[src/ddfp_pkg.sv]
// shared types and constants for the delimited decimal field parser
// no dependencies
`default_nettype none

package ddfp_pkg;

  localparam int unsigned FIELD_CHARS_DEF = 32;

  localparam int unsigned CH_W     = 8;
  localparam int unsigned VALUE_W  = 32;
  localparam int unsigned COUNT_W  = 12;
  localparam int unsigned CFG_W    = 12;
  localparam int unsigned CFG_IDX_W = 2;
  localparam int unsigned M_TDATA_W = 48;

  localparam logic [CH_W-1:0]    DELIM_RST     = 8'd44;
  localparam logic [COUNT_W-1:0] MAX_COUNT_RST = 12'd4095;

  localparam logic [CH_W-1:0] CH_SPACE = 8'd32;
  localparam logic [CH_W-1:0] CH_TAB   = 8'd9;
  localparam logic [CH_W-1:0] CH_CR    = 8'd13;
  localparam logic [CH_W-1:0] CH_PLUS  = 8'd43;
  localparam logic [CH_W-1:0] CH_MINUS = 8'd45;
  localparam logic [CH_W-1:0] CH_ZERO  = 8'd48;
  localparam logic [CH_W-1:0] CH_NINE  = 8'd57;

  typedef enum logic [CFG_IDX_W-1:0] {
    REG_DELIMITER = 2'd0,
    REG_MAX_COUNT = 2'd1,
    REG_BYTE_MODE = 2'd2
  } cfg_reg_e;

  typedef enum logic [1:0] {
    PH_SKIP   = 2'd0,
    PH_SIGN   = 2'd1,
    PH_DIGITS = 2'd2,
    PH_DONE   = 2'd3
  } phase_e;

endpackage

`default_nettype wire

[src/delimited_decimal_field_parser_top.sv]
// delimited decimal field parser, top level
// depends on ddfp_pkg
`default_nettype none

// Parses a character stream (one character per item, tlast marks the end item)
// into delimiter-separated fields, each converted like atoi. A character is
// held in the input register until it can advance, then field state and the
// result register are updated, so one item is accepted per clock while the
// result stream is not stalled. A delimiter that closes an emitted field, and
// every end item, give one result; other items give none. Configuration
// writes are taken at any time (ready is tied high) but must only happen while
// the block is idle.
module delimited_decimal_field_parser_top #(
  parameter int unsigned FieldChars = ddfp_pkg::FIELD_CHARS_DEF
) (
  input  wire logic                            clk_i,
  input  wire logic                            rst_ni,
  // cfg write channel
  input  wire logic                            cfg_valid_i,
  output      logic                            cfg_ready_o,
  input  wire logic [ddfp_pkg::CFG_IDX_W-1:0]  cfg_index_i,
  input  wire logic [ddfp_pkg::CFG_W-1:0]      cfg_data_i,
  // input stream
  input  wire logic                            s_axis_tvalid,
  output      logic                            s_axis_tready,
  input  wire logic [ddfp_pkg::CH_W-1:0]       s_axis_tdata,   // [7:0] ch
  input  wire logic                            s_axis_tlast,   // is_end
  // result stream
  output      logic                            m_axis_tvalid,
  input  wire logic                            m_axis_tready,
  output      logic [ddfp_pkg::M_TDATA_W-1:0]  m_axis_tdata,   // [31:0] value, [43:32] count
  output      logic                            m_axis_tuser,   // value_valid
  output      logic                            m_axis_tlast    // done_res
);

  import ddfp_pkg::*;

  localparam int unsigned LenW = $clog2(FieldChars + 1);
  localparam logic [LenW-1:0] LenMax = LenW'(FieldChars);

  // config registers
  logic [CH_W-1:0]    delim_q;
  logic [COUNT_W-1:0] max_count_q;
  logic               byte_mode_q;

  assign cfg_ready_o = 1'b1;

  always_ff @(posedge clk_i or negedge rst_ni) begin
    if (!rst_ni) begin
      delim_q     <= DELIM_RST;
      max_count_q <= MAX_COUNT_RST;
      byte_mode_q <= 1'b0;
    end else if (cfg_valid_i && cfg_ready_o) begin
      unique case (cfg_index_i)
        REG_DELIMITER: delim_q     <= cfg_data_i[CH_W-1:0];
        REG_MAX_COUNT: max_count_q <= cfg_data_i[COUNT_W-1:0];
        REG_BYTE_MODE: byte_mode_q <= cfg_data_i[0];
        default: ;
      endcase
    end
  end

  // input register
  logic            in_valid_q;
  logic [CH_W-1:0] in_ch_q;
  logic            in_end_q;
  logic            advance;

  assign advance       = in_valid_q && (!m_axis_tvalid || m_axis_tready);
  assign s_axis_tready = !in_valid_q || advance;

  always_ff @(posedge clk_i or negedge rst_ni) begin
    if (!rst_ni) begin
      in_valid_q <= 1'b0;
    end else if (s_axis_tready) begin
      in_valid_q <= s_axis_tvalid;
    end
  end

  always_ff @(posedge clk_i) begin
    if (s_axis_tvalid && s_axis_tready) begin
      in_ch_q  <= s_axis_tdata;
      in_end_q <= s_axis_tlast;
    end
  end

  // field state
  logic [LenW-1:0]    len_q, len_d;
  phase_e             phase_q, phase_d;
  logic               neg_q, neg_d;
  logic [VALUE_W-1:0] acc_q, acc_d;
  logic [COUNT_W-1:0] emitted_q, emitted_d;

  // result register
  logic               out_valid_q, out_valid_d;
  logic [VALUE_W-1:0] out_value_q, out_value_d;
  logic [COUNT_W-1:0] out_count_q, out_count_d;
  logic               out_vv_q, out_vv_d;
  logic               out_done_q, out_done_d;

  logic               is_digit, is_space, is_delim, can_emit;
  logic [VALUE_W-1:0] digit_val, acc_x10, emit_val;
  logic [COUNT_W-1:0] emitted_inc;

  always_comb begin
    is_digit  = (in_ch_q >= CH_ZERO) && (in_ch_q <= CH_NINE);
    is_space  = (in_ch_q == CH_SPACE) || ((in_ch_q >= CH_TAB) && (in_ch_q <= CH_CR));
    is_delim  = (in_ch_q == delim_q);
    digit_val = VALUE_W'(in_ch_q[3:0]);
    acc_x10   = (acc_q << 3) + (acc_q << 1);
    can_emit  = (emitted_q < max_count_q) && (len_q != '0) && (len_q < LenMax);
    emit_val  = neg_q ? (VALUE_W'(0) - acc_q) : acc_q;
    if (byte_mode_q) begin
      emit_val = {{(VALUE_W-CH_W){1'b0}}, emit_val[CH_W-1:0]};
    end
    emitted_inc = emitted_q + COUNT_W'(1);

    len_d       = len_q;
    phase_d     = phase_q;
    neg_d       = neg_q;
    acc_d       = acc_q;
    emitted_d   = emitted_q;
    out_valid_d = m_axis_tvalid && !m_axis_tready;
    out_value_d = out_value_q;
    out_count_d = out_count_q;
    out_vv_d    = out_vv_q;
    out_done_d  = out_done_q;

    if (advance) begin
      priority if (in_end_q) begin
        out_valid_d = 1'b1;
        out_vv_d    = can_emit;
        out_value_d = can_emit ? emit_val : '0;
        out_done_d  = 1'b1;
        out_count_d = can_emit ? emitted_inc : emitted_q;
        len_d       = '0;
        phase_d     = PH_SKIP;
        neg_d       = 1'b0;
        acc_d       = '0;
        emitted_d   = '0;
      end else if (is_delim) begin
        if (can_emit) begin
          out_valid_d = 1'b1;
          out_vv_d    = 1'b1;
          out_value_d = emit_val;
          out_done_d  = 1'b0;
          out_count_d = emitted_inc;
          emitted_d   = emitted_inc;
        end
        len_d   = '0;
        phase_d = PH_SKIP;
        neg_d   = 1'b0;
        acc_d   = '0;
      end else if (len_q < LenMax) begin
        len_d = len_q + LenW'(1);
        unique case (phase_q)
          PH_SKIP: begin
            priority if (is_space) begin
              phase_d = PH_SKIP;
            end else if ((in_ch_q == CH_PLUS) || (in_ch_q == CH_MINUS)) begin
              neg_d   = (in_ch_q == CH_MINUS);
              phase_d = PH_SIGN;
            end else if (is_digit) begin
              acc_d   = digit_val;
              phase_d = PH_DIGITS;
            end else begin
              phase_d = PH_DONE;
            end
          end
          PH_SIGN, PH_DIGITS: begin
            if (is_digit) begin
              acc_d   = acc_x10 + digit_val;
              phase_d = PH_DIGITS;
            end else begin
              phase_d = PH_DONE;
            end
          end
          PH_DONE: phase_d = PH_DONE;
          default: phase_d = PH_DONE;
        endcase
      end
    end
  end

  always_ff @(posedge clk_i or negedge rst_ni) begin
    if (!rst_ni) begin
      len_q       <= '0;
      phase_q     <= PH_SKIP;
      neg_q       <= 1'b0;
      acc_q       <= '0;
      emitted_q   <= '0;
      out_valid_q <= 1'b0;
    end else begin
      len_q       <= len_d;
      phase_q     <= phase_d;
      neg_q       <= neg_d;
      acc_q       <= acc_d;
      emitted_q   <= emitted_d;
      out_valid_q <= out_valid_d;
    end
  end

  always_ff @(posedge clk_i) begin
    out_value_q <= out_value_d;
    out_count_q <= out_count_d;
    out_vv_q    <= out_vv_d;
    out_done_q  <= out_done_d;
  end

  assign m_axis_tvalid = out_valid_q;
  assign m_axis_tdata  = {{(M_TDATA_W-VALUE_W-COUNT_W){1'b0}}, out_count_q, out_value_q};
  assign m_axis_tuser  = out_vv_q;
  assign m_axis_tlast  = out_done_q;

  // checks
  a_len_bound: assert property (@(posedge clk_i) disable iff (!rst_ni)
    len_q <= LenMax)
    else $error("field length past limit");

  a_end_clears: assert property (@(posedge clk_i) disable iff (!rst_ni)
    advance && in_end_q |=> (emitted_q == '0) && (len_q == '0) && (phase_q == PH_SKIP))
    else $error("end item did not clear state");

  a_digits_len: assert property (@(posedge clk_i) disable iff (!rst_ni)
    (phase_q != PH_SKIP) |-> (len_q != '0))
    else $error("phase moved without a character");

  a_no_value_zero: assert property (@(posedge clk_i) disable iff (!rst_ni)
    out_valid_q && out_done_q && !out_vv_q |-> (out_value_q == '0))
    else $error("end result without value carries nonzero value");

  a_stall_blocks: assert property (@(posedge clk_i) disable iff (!rst_ni)
    in_valid_q && out_valid_q && !m_axis_tready |=> $stable(emitted_q) && $stable(acc_q))
    else $error("state changed while result stalled");

endmodule

`default_nettype wire

[config.mk]
export PLATFORM = sky130hd
export DESIGN_NAME = delimited_decimal_field_parser_top
export DESIGN_NICKNAME = d
export VERILOG_FILES = /design/src/ddfp_pkg.sv /design/src/delimited_decimal_field_parser_top.sv
export SDC_FILE = /design/constraint.sdc
export NUM_CORES = 1
export LEC_CHECK = 0
export ABC_AREA = 1
export BUFFER_PORTS_ARGS = -buffer_cell sky130_fd_sc_hd__clkbuf_2
export CELL_PAD_IN_SITES_DETAIL_PLACEMENT = 1
export CELL_PAD_IN_SITES_GLOBAL_PLACEMENT = 1
export CORE_ASPECT_RATIO = 0.6
export CORE_MARGIN = 2
export CORE_UTILIZATION = 45
export DETAILED_ROUTE_END_ITERATION = 8
export PLACE_DENSITY = 0.8
export SLEW_MARGIN = 25
export SYNTH_ARGS = -nofsm -noshare
export SYNTH_HDL_FRONTEND = slang
export SYNTH_SLANG_ARGS = --single-unit
[constraint.sdc]
create_clock -name clk_i -period 4.29 [get_ports clk_i]
set_input_delay 0.2145 -clock clk_i [delete_from_list [all_inputs] [get_ports clk_i]]
set_output_delay 0.2145 -clock clk_i [all_outputs]
set_load 0.005 [all_outputs]
---- After elaboration in Yosys (flattened, before gate mapping) ----
Cells that the tools add are included.
cells by class
  magnitude comparators ................... 6
  add/sub/neg operators ................... 5
  equal/unequal tests ..................... 14
  reductions and logical operators ........ 32
  multiplexer cells ....................... 45
operator list
  kind                                                                   count
  32-bit 2-to-1 mux                                                      13
  12-bit 2-to-1 mux                                                      6
  32-bit one-hot mux with 2 select lines                                 1
  32-bit adder                                                           1
  32-bit by 4-bit adder with 32-bit output                               1
  1-bit by 32-bit subtractor with 32-bit output, first input constant    1
  8-bit by 6-bit == test with 1-bit output, second input constant        3
  6-bit 2-to-1 mux                                                       3
  1-bit 2-to-1 mux                                                       16
  4-bit inequality test, second input constant                           4
  12-bit by 1-bit adder with 12-bit output, second input constant        1
  12-bit < comparator                                                    1
  2-bit 2-to-1 mux                                                       5
  2-bit AND reduction                                                    5
  3-bit nonzero test                                                     3
  8-bit == test                                                          1
  8-bit by 4-bit >= comparator with 1-bit output, second input constant  1
  8-bit by 6-bit >= comparator with 1-bit output, second input constant  1
  8-bit by 4-bit <= comparator with 1-bit output, second input constant  1
  8-bit by 6-bit <= comparator with 1-bit output, second input constant  1
  1-bit logical AND                                                      7
  7-bit AND reduction                                                    1
  6-bit by 1-bit adder with 6-bit output, second input constant          1
  2-bit == test, second input constant                                   3
  13 further kinds                                                       21
word-level totals
  output and inout port bits .............. 53
  logic and storage cells ................. 118
  register bits after elaboration ......... 131
  bits of input ports ..................... 28

---- Logic depth before layout (Yosys ltp) ----
Gate-level depths: netlist (run 1).
  depth in word-level cells ............... 9
  gate-level depth with buffers ........... 16
  depth with buffers taken out ............ 16

---- Worst setup path before layout (run 1) ----
OpenSTA, ideal clock, no wires.
  path kind ............................... register to register
  from .................................... reg max_count_q[11]
  to ...................................... reg out_done_q, in the netlist m_axis_tlast, enable pin
  setup time .............................. 0.400 ns
  slack ................................... 1.261 ns
  arrival time ............................ 2.628 ns
  path buffers ............................ 1
  clock period less this slack ............ 3.029 ns
  cell stages (with the launch flop) ...... 13
  required time ........................... 3.890 ns
  path through ............................ dfstp_2 > inv_1 > ha_1 > nand2_1 > inv_1 > nand2_1 > nand3_1 > a21oi_1 > nand4_2 > nand2_1 > nand2_1 > buf_2 > inv_1
between the ends
  word-level cells in the longest chain between the ends .. 5
RTL lines
  item                             RTL line                                   RTL
  start, declared                  delimited_decimal_field_parser_top.sv:43   logic [COUNT_W-1:0] max_count_q;
  start signal, assigned           delimited_decimal_field_parser_top.sv:56   REG_MAX_COUNT: max_count_q <= cfg_data_i[COUNT_W-1:0];
  12-bit < comparator              delimited_decimal_field_parser_top.sv:111  can_emit = (emitted_q < max_count_q) && (len_q != '0) && (len_q < LenMax);
  1-bit logical AND (2 in series)  delimited_decimal_field_parser_top.sv:111
  2-bit nonzero test (no line)     -
  3-bit AND reduction (no line)    -
  end signal, assigned             delimited_decimal_field_parser_top.sv:207  out_done_q <= out_done_d;
  end, declared                    delimited_decimal_field_parser_top.sv:99   logic out_done_q, out_done_d;
No other way between the ends.
A chain may end at the register's enable or synchronous reset.

---- Worst setup path in the final report (run 1) ----
  from .................................... reg max_count_q[7]
  to ...................................... reg out_value_q[0], enable pin
between the ends
  word-level cells in the longest chain between the ends .. 5
RTL lines
  item                             RTL line                                   RTL
  12-bit < comparator              delimited_decimal_field_parser_top.sv:111
  1-bit logical AND (2 in series)  delimited_decimal_field_parser_top.sv:111
  2-bit nonzero test (no line)     -
  3-bit AND reduction (no line)    -
  end signal, assigned             delimited_decimal_field_parser_top.sv:204  out_value_q <= out_value_d;
  end, declared                    delimited_decimal_field_parser_top.sv:96   logic [VALUE_W-1:0] out_value_q, out_value_d;
No other way between the ends.

==> results of run 1 <==
[power by group through the flow]
stage | combinational (uW) | sequential [uW] | clock, uW
2_1_floorplan | 1220 | 1660 | 0
3_3_place_gp | 1620 | 1710 | 0
3_5_place_dp | 1680 | 1720 | 0
4_1_cts | 1740 | 1700 | 1500
5_1_grt | 1950 | 1720 | 1550
6_report | 1740 | 1700 | 1490
[layout by cell type, fill, tap and decap left out, types with 6 or more instances in the layout]
cell,instances
nand3_1,62
dlygate4sd3_1,12
nand3b_1,6
clkbuf_16,19
o21ai_0,47
edfxtp_1,55
a21oi_1,32
nor2_1,118
o21ai_1,7
nor3_1,14
dfstp_2,15
nand4_1,19
ha_1,76
o21ai_2,22
xnor2_1,17
clkbuf_2,74
dfrtp_1,61
xor2_1,30
nand2_1,453
inv_1,226
[final cells by class]
cell class / count / area, um^2 / area share (%)
clock buffers: 25 / 528 / 4.78
clock inverters: 7 / 66.3 / 0.600
inverters: 230 / 863 / 7.81
multi-input cells: 953 / 5150 / 46.6
flip-flops and latches: 131 / 3570 / 32.3
well taps: 279 / 349 / 3.16
repair buffers: 91 / 528 / 4.78
[registers in the layout, summed over array words and instances, names as in the netlist, 2 cells and up]
register and cells:
acc_q 32, delim_q 8, emitted_q 12, in_ch_q 8, len_q 6, max_count_q 12
out_count_q 12, out_value_q 32, phase_q 2
[stage by stage]
stage	cell area (um^2)	hold slack, ps
detailed placement	10300	306
global placement	10300	293
finish	11100	41.6
CTS	11100	23.3
global route	11100	29.2
floorplan	9740	-81.1
[tightest hold or removal path, cell delays in order]
cell and delay [ps]:
clkbuf_2 80, nor2_1 120, a21oi_1 60
[repair_timing]
| item | CTS | global route |
|---|---|---|
| endpoints found under the hold margin | 53 | 0 |
| setup endpoints to repair | 0 | 0 |
| gates resized for setup | 0 | 0 |
| hold buffers | 12 | 0 |
[logic make-up (layout without fill, tap and decap cells)]
kind of cell	after synthesis	after routing
XOR/XNOR	47	47
AND/OR/NAND/NOR	701	701
other	2	5
adder cells (fa/ha/maj)	78	78
buffers and inverters	254	353
flip-flops	131	131
AO/OA/AOI/OAI	122	122
[per-layer routing]
metal	global-route usage [%]	part of all wire [%]	vias to the layer above
li1	-	-	4371
met3	5.90	5.4	36
met2	40.0	42	215
met1	41.8	51	4333
met5	0	0.026	-
met4	6.82	1.4	2
[final timing paths]
path	start	end	cells past startpoint
min in group asynchronous	rst_ni	delim_q[6]	2
max reg2reg	max_count_q[7]	out_value_q[0]	10
max	max_count_q[7]	out_value_q[0]	10
max in group asynchronous	rst_ni	max_count_q[7]	3
min reg2reg	max_count_q[10]	max_count_q[10]	2
min	cfg_data_i[11]	max_count_q[11]	3
==> reports/qor.txt, run 1 <==
Status: completed
Slowest CP cell: inv_2
Cell count after placement: 1,672
Clk_lat worst skew: 440 ps
Top cell type by total area after synthesis: nand2_1
Final-stage net count: 1,530
Power share of the combinational group: 35.3%
Ranking of synthesized cells by area: nand2_1 (17%), edfxtp_1 (17%), dfrtp_1 (16%)
F_max: 0.311 GHz
XOR/XNOR share of the synthesized area: 4.23%
Synth Flop Type: dfrtp_1
Pwr Total: 4920 uW
Final Util: 52.3%
Synthesized flop and latch total: 131
Sw frac: 39.1%
Residual DRC count: 0
Layout area overhead: 13.6%
Top-count cell post-synth: nand2_1
Final ANT Viol Nets: 0
Post-synthesis simple-gate area fraction: 30.7%
Fin Setup TNS: 0 ps
Unrepaired setup endpoints after global routing: false
Vias: 8,957
Leakage: 0.00585 uW
Final non-filler cell total: 1,716
Adder-Cell Fraction of Synth Area: 10.2%
Clock Sinks: 131
Min Clock Period, post-route: 3220 ps
Hpwl dp: 24.1 mm
Multiplexer share of the synthesized area: 0%
First-pass GRT wire length: 49.2 mm
DIE HEIGHT: 118 um
Seq pwr share: 34.5%
Worst setup margin: 1070 ps
Clock buffer depth: 2
Final worst-path cycle share: 75.0%
Internal power: 3000 uW
Congestion Overflow GR: 0
CP dominant cell by count: nand2_1
CTS clk-pin slew, worst paths: 60 ps
Diode count: 0
Die width: 194 um
Buffers on Ports: 75
Critical path data arrival time: 3340 ps
Filler cells: 2,710
Initial antenna violation count: 1
Req. time, crit path: 4410 ps
Clock share of power: 30.2%
Cell area after synthesis: 9730 um^2
Largest net degree at the start of global routing: 50
Worst-margin pin slew: 869 ps
Vias/cell: 5.22
Setup Skew: 11.0 ps
Vias in the first global route: 8,960
CP max stage delay: 550 ps
Gate Count Post-Synth: 1,335
Max VDD drop: 0.000313 V
# IOs: 81
Count of different cell masters after synthesis: 46
Main combinational cell family by area after synthesis: simple AND/OR/NAND/NOR gates
Top-area cell type share of the netlist area: 17.5%
Synthesized area per cell: 7.29 um^2
Initial Utilization: 46.0%
GP Congestion: 0.871
Fraction of registers with async set or reset after synthesis: 58.0%
Worst slew margin relative to its limit: 41.9%
HP Class: input port to flip-flop
Net Sw Power: 1920 uW
Final Hold Violating Endpoints: 0
Cell Chain, Critical Path: inv_1 > ha_1 > a21oi_1 > nand2_1 > a21oi_1 > nand4_2 > nand2_1 > nand2_1 > inv_2 > buf_4
DP Worst Slack: 1090 ps
Global-route usage over all layers: 27.7%
CP Launch Type: flip-flop
WP buf/inv: 3
CP delay by family, top: buffers and inverters
Die area: 22,900 um^2
Drt wl/cell: 18.0 um
Number of enable flip-flop cells after synthesis: 55
Drt total wl: 30.9 mm
CTS Buf Count: 17
Crit-path max FO: 22
1st-pass router iterations: 5
CTS tree: yes
Share of cells above drive strength 1: 12.0%
Setup CP Type: flip-flop to flip-flop
Worst R2R Setup Slack: 1070 ps
Post-CTS Setup Bufs: 0
Synth cell count leaders: nand2_1 (453), inv_1 (227), nor2_1 (118), ha_1 (76), nand3_1 (62)
Maxcap violations: 0
Power per cell area: 445 nW/um^2
CTS root buf: clkbuf_16
Final slew viol count: 0
Row cnt: 41
Core area: 21,100 um^2
Sequential share of the synthesized area: 36.7%
Ys Warns: 0
H-Tree Depth: 4
First DRT Iteration DRCs: 520
CP Capture Type: flip-flop
Setup violators final: 0
Post-synthesis compound-gate area fraction: 7.57%
Power figures use the tool's default switching activity.
==> run 2, diff against run 1 <==
- clock period: 4.29 -> 3 ns (I/O delays scaled with it)
==> reports/qor.txt, run 2 (synthesis gave the netlist of run 1 again) <==
Top Metal Used: met4
Final slew viol count: 0 (unchanged)
Clk_lat worst skew: 440 ps (about the same)
DIE HEIGHT: 118 um (unchanged)
Leakage: 0.00592 uW (+1.3%)
R2R depth: 15 (+5)
CP max stage delay: 600 ps (+50 ps)
Vias in the first global route: 9,502 (+6.0%)
Largest net degree at the start of global routing: 63 (+26%)
Req. time, crit path: 3330 ps (-1080 ps)
CP Launch Type: flip-flop
Residual DRC count: 0 (unchanged)
1st-pass router iterations: 5 (unchanged)
Clock Sinks: 131 (unchanged)
Diode count: 0 (unchanged)
Setup CP Type: flip-flop to flip-flop
GP Congestion: 0.945 (+8.5%)
Core area: 21,100 um^2 (unchanged)
R2R Path Start: acc_q[0]
Final-stage net count: 1,542 (+0.78%)
Met1 wire length: 16.8 mm (+6.0%)
Worst-margin pin slew: 931 ps (+61.2 ps)
Reg area: 3570 um^2 (unchanged)
Initial antenna violation count: 0 (-1)
Layout area overhead: 15.4%
CTS root buf: clkbuf_16
First-pass GRT wire length: 52.6 mm (+7.0%)
Worst slew margin relative to its limit: 38.0% (-3.9 points)
H-Tree Depth: 4 (unchanged)
Final ANT Viol Nets: 0 (unchanged)
Min Clock Period, post-route: 2760 ps (-454 ps)
Setup Skew: 8.55 ps (-2.50 ps)
Buffers on Ports: 75 (unchanged)
CP startpoint: acc_q[0]
CP dominant cell by count: nand2_1
Status: completed
Row cnt: 41 (unchanged)
Biggest registers after layout: acc_q (32), out_value_q (32)
Fin Setup TNS: 0 ps (unchanged)
CTS tree: yes
CTS Buf Count: 17 (unchanged)
Post-route cell area: 11,200 um^2 (+1.6%)
Routed wl met2: 14.1 mm (+8.4%)
Final Hold Violating Endpoints: 0 (unchanged)
Die width: 194 um (unchanged)
Hpwl dp: 24.8 mm (+3.1%)
Setup violators final: 0 (unchanged)
RR Endpoint: acc_q[29]
CP Capture Type: flip-flop
Filler cells: 2,724 (+0.52%)
Pwr Total: 7430 uW (+51%)
Initial Utilization: 46.0% (unchanged)
Die area: 22,900 um^2 (unchanged)
Critical Path End: acc_q[29]
F_max: 0.362 GHz (+16%)
Drt wl/cell: 19.1 um (+5.8%)
Cell Chain, Critical Path: inv_1 > fa_1 > inv_1 > ha_1 > nand2_1 > nand2_1 > nand3_1 > nand2_1 > nand2_1 > nand2_1 > nand2_1 > nand3_1 > nand2_1 > nand2_1 > nand2_1
Final worst-path cycle share: 92.1% (+17 points)
Critical path data arrival time: 3090 ps (-250 ps)
Slowest CP cell: fa_1
# IOs: 81 (unchanged)
Area of the multi-input gates: 5150 um^2 (about the same)
Crit-path max FO: 4 (-82%)
Power per cell area: 661 nW/um^2 (+48%)
First DRT Iteration DRCs: 708 (+36%)
Most frequent cells in the layout: nand2_1 (452), inv_1 (226), nor2_1 (118)
CTS clk-pin slew, worst paths: 60 ps (about the same)
Max VDD drop: 0.000485 V (+55%)
Cell Area, Placed: 10,400 um^2 (+0.40%)
Most common cell after layout, fill and taps aside: nand2_1
Clock buffer depth: 2 (unchanged)
Vias/cell: 5.28 (+1.2%)
Worst R2R Setup Slack: 240 ps (-840 ps)
Congestion Overflow GR: 0 (unchanged)
Unrepaired setup endpoints after global routing: false
Maxcap violations: 0 (unchanged)
Vias: 9,125 (+1.9%)
HP Class: input port to flip-flop
Share of cells above drive strength 1: 12.7% (+0.66 points)
Drt total wl: 33.0 mm (+6.6%)
Global-route usage over all layers: 29.7% (+2.0 points)
Routed length on met3: 1.60 mm (-4.0%)
run 2: cell type report:
type	instances	area share, %
clock buffers	18	3.91
clock inverters	14	1.98
inverters	230	7.72
multi-input cells	953	45.8
flip-flops and latches	131	31.8
well taps	279	3.11
repair buffers	103	5.64
run 2: through the flow:
stage | util [%] | hold slack, ps | setup WS [ps] | std cells
2_1_floorplan | - | -146 | 291 | 1338
3_3_place_gp | 49.1 | 327 | 361 | 1677
3_5_place_dp | 49.1 | 329 | 193 | 1677
4_1_cts | 53.1 | 7.41 | 85.8 | 1727
5_1_grt | 53.1 | 30.1 | 46.1 | 1728
6_report | 53.1 | 24.3 | 238 | 1728
run 2: timing repair:
action / in CTS / in global routing
hold buffers: 18 / 0
endpoints found under the hold margin: 67 / 0
setup endpoints to repair: 0 / 3
resized for setup: 0 / 1
setup buffers: 0 / 1
run 2: critical path: cells and delay by family (launching register included):
family / cells / cell delay [ps]
adders and majority gates: 2 / 900
buffers and inverters: 2 / 210
and+or+nand+nor: 11 / 1150
DFF: 1 / 390
run 2: power breakdown:
group          switching [uW]  total (uW)  leakage [uW]  internal (uW)
Combinational            1730        2550       0.00409            816
Sequential                250        2440       0.00151           2190
Clock                     931        2440      0.000318           1510
run 2: routing by layer:
| metal | vias up | global-route usage, % |
|---|---|---|
| met1 | 4471 | 44.7 |
| met3 | 37 | 4.90 |
| met2 | 225 | 44.0 |
| met4 | 0 | 7.62 |
| met5 | - | 0 |
| li1 | 4392 | - |
run 2: worst min path at each step:
stage	startpoint	to	slack [ps]	cells after the start
after global placement	rst_ni	delim_q[4]	330	1
after CTS	cfg_data_i[2]	max_count_q[2]	7	3
after global routing	cfg_data_i[5]	max_count_q[5]	30	3
final	cfg_data_i[2]	max_count_q[2]	20	3
after detailed placement	s_axis_tlast	in_end_q	330	1
after floorplan	rst_ni	acc_q[0]	-150	0
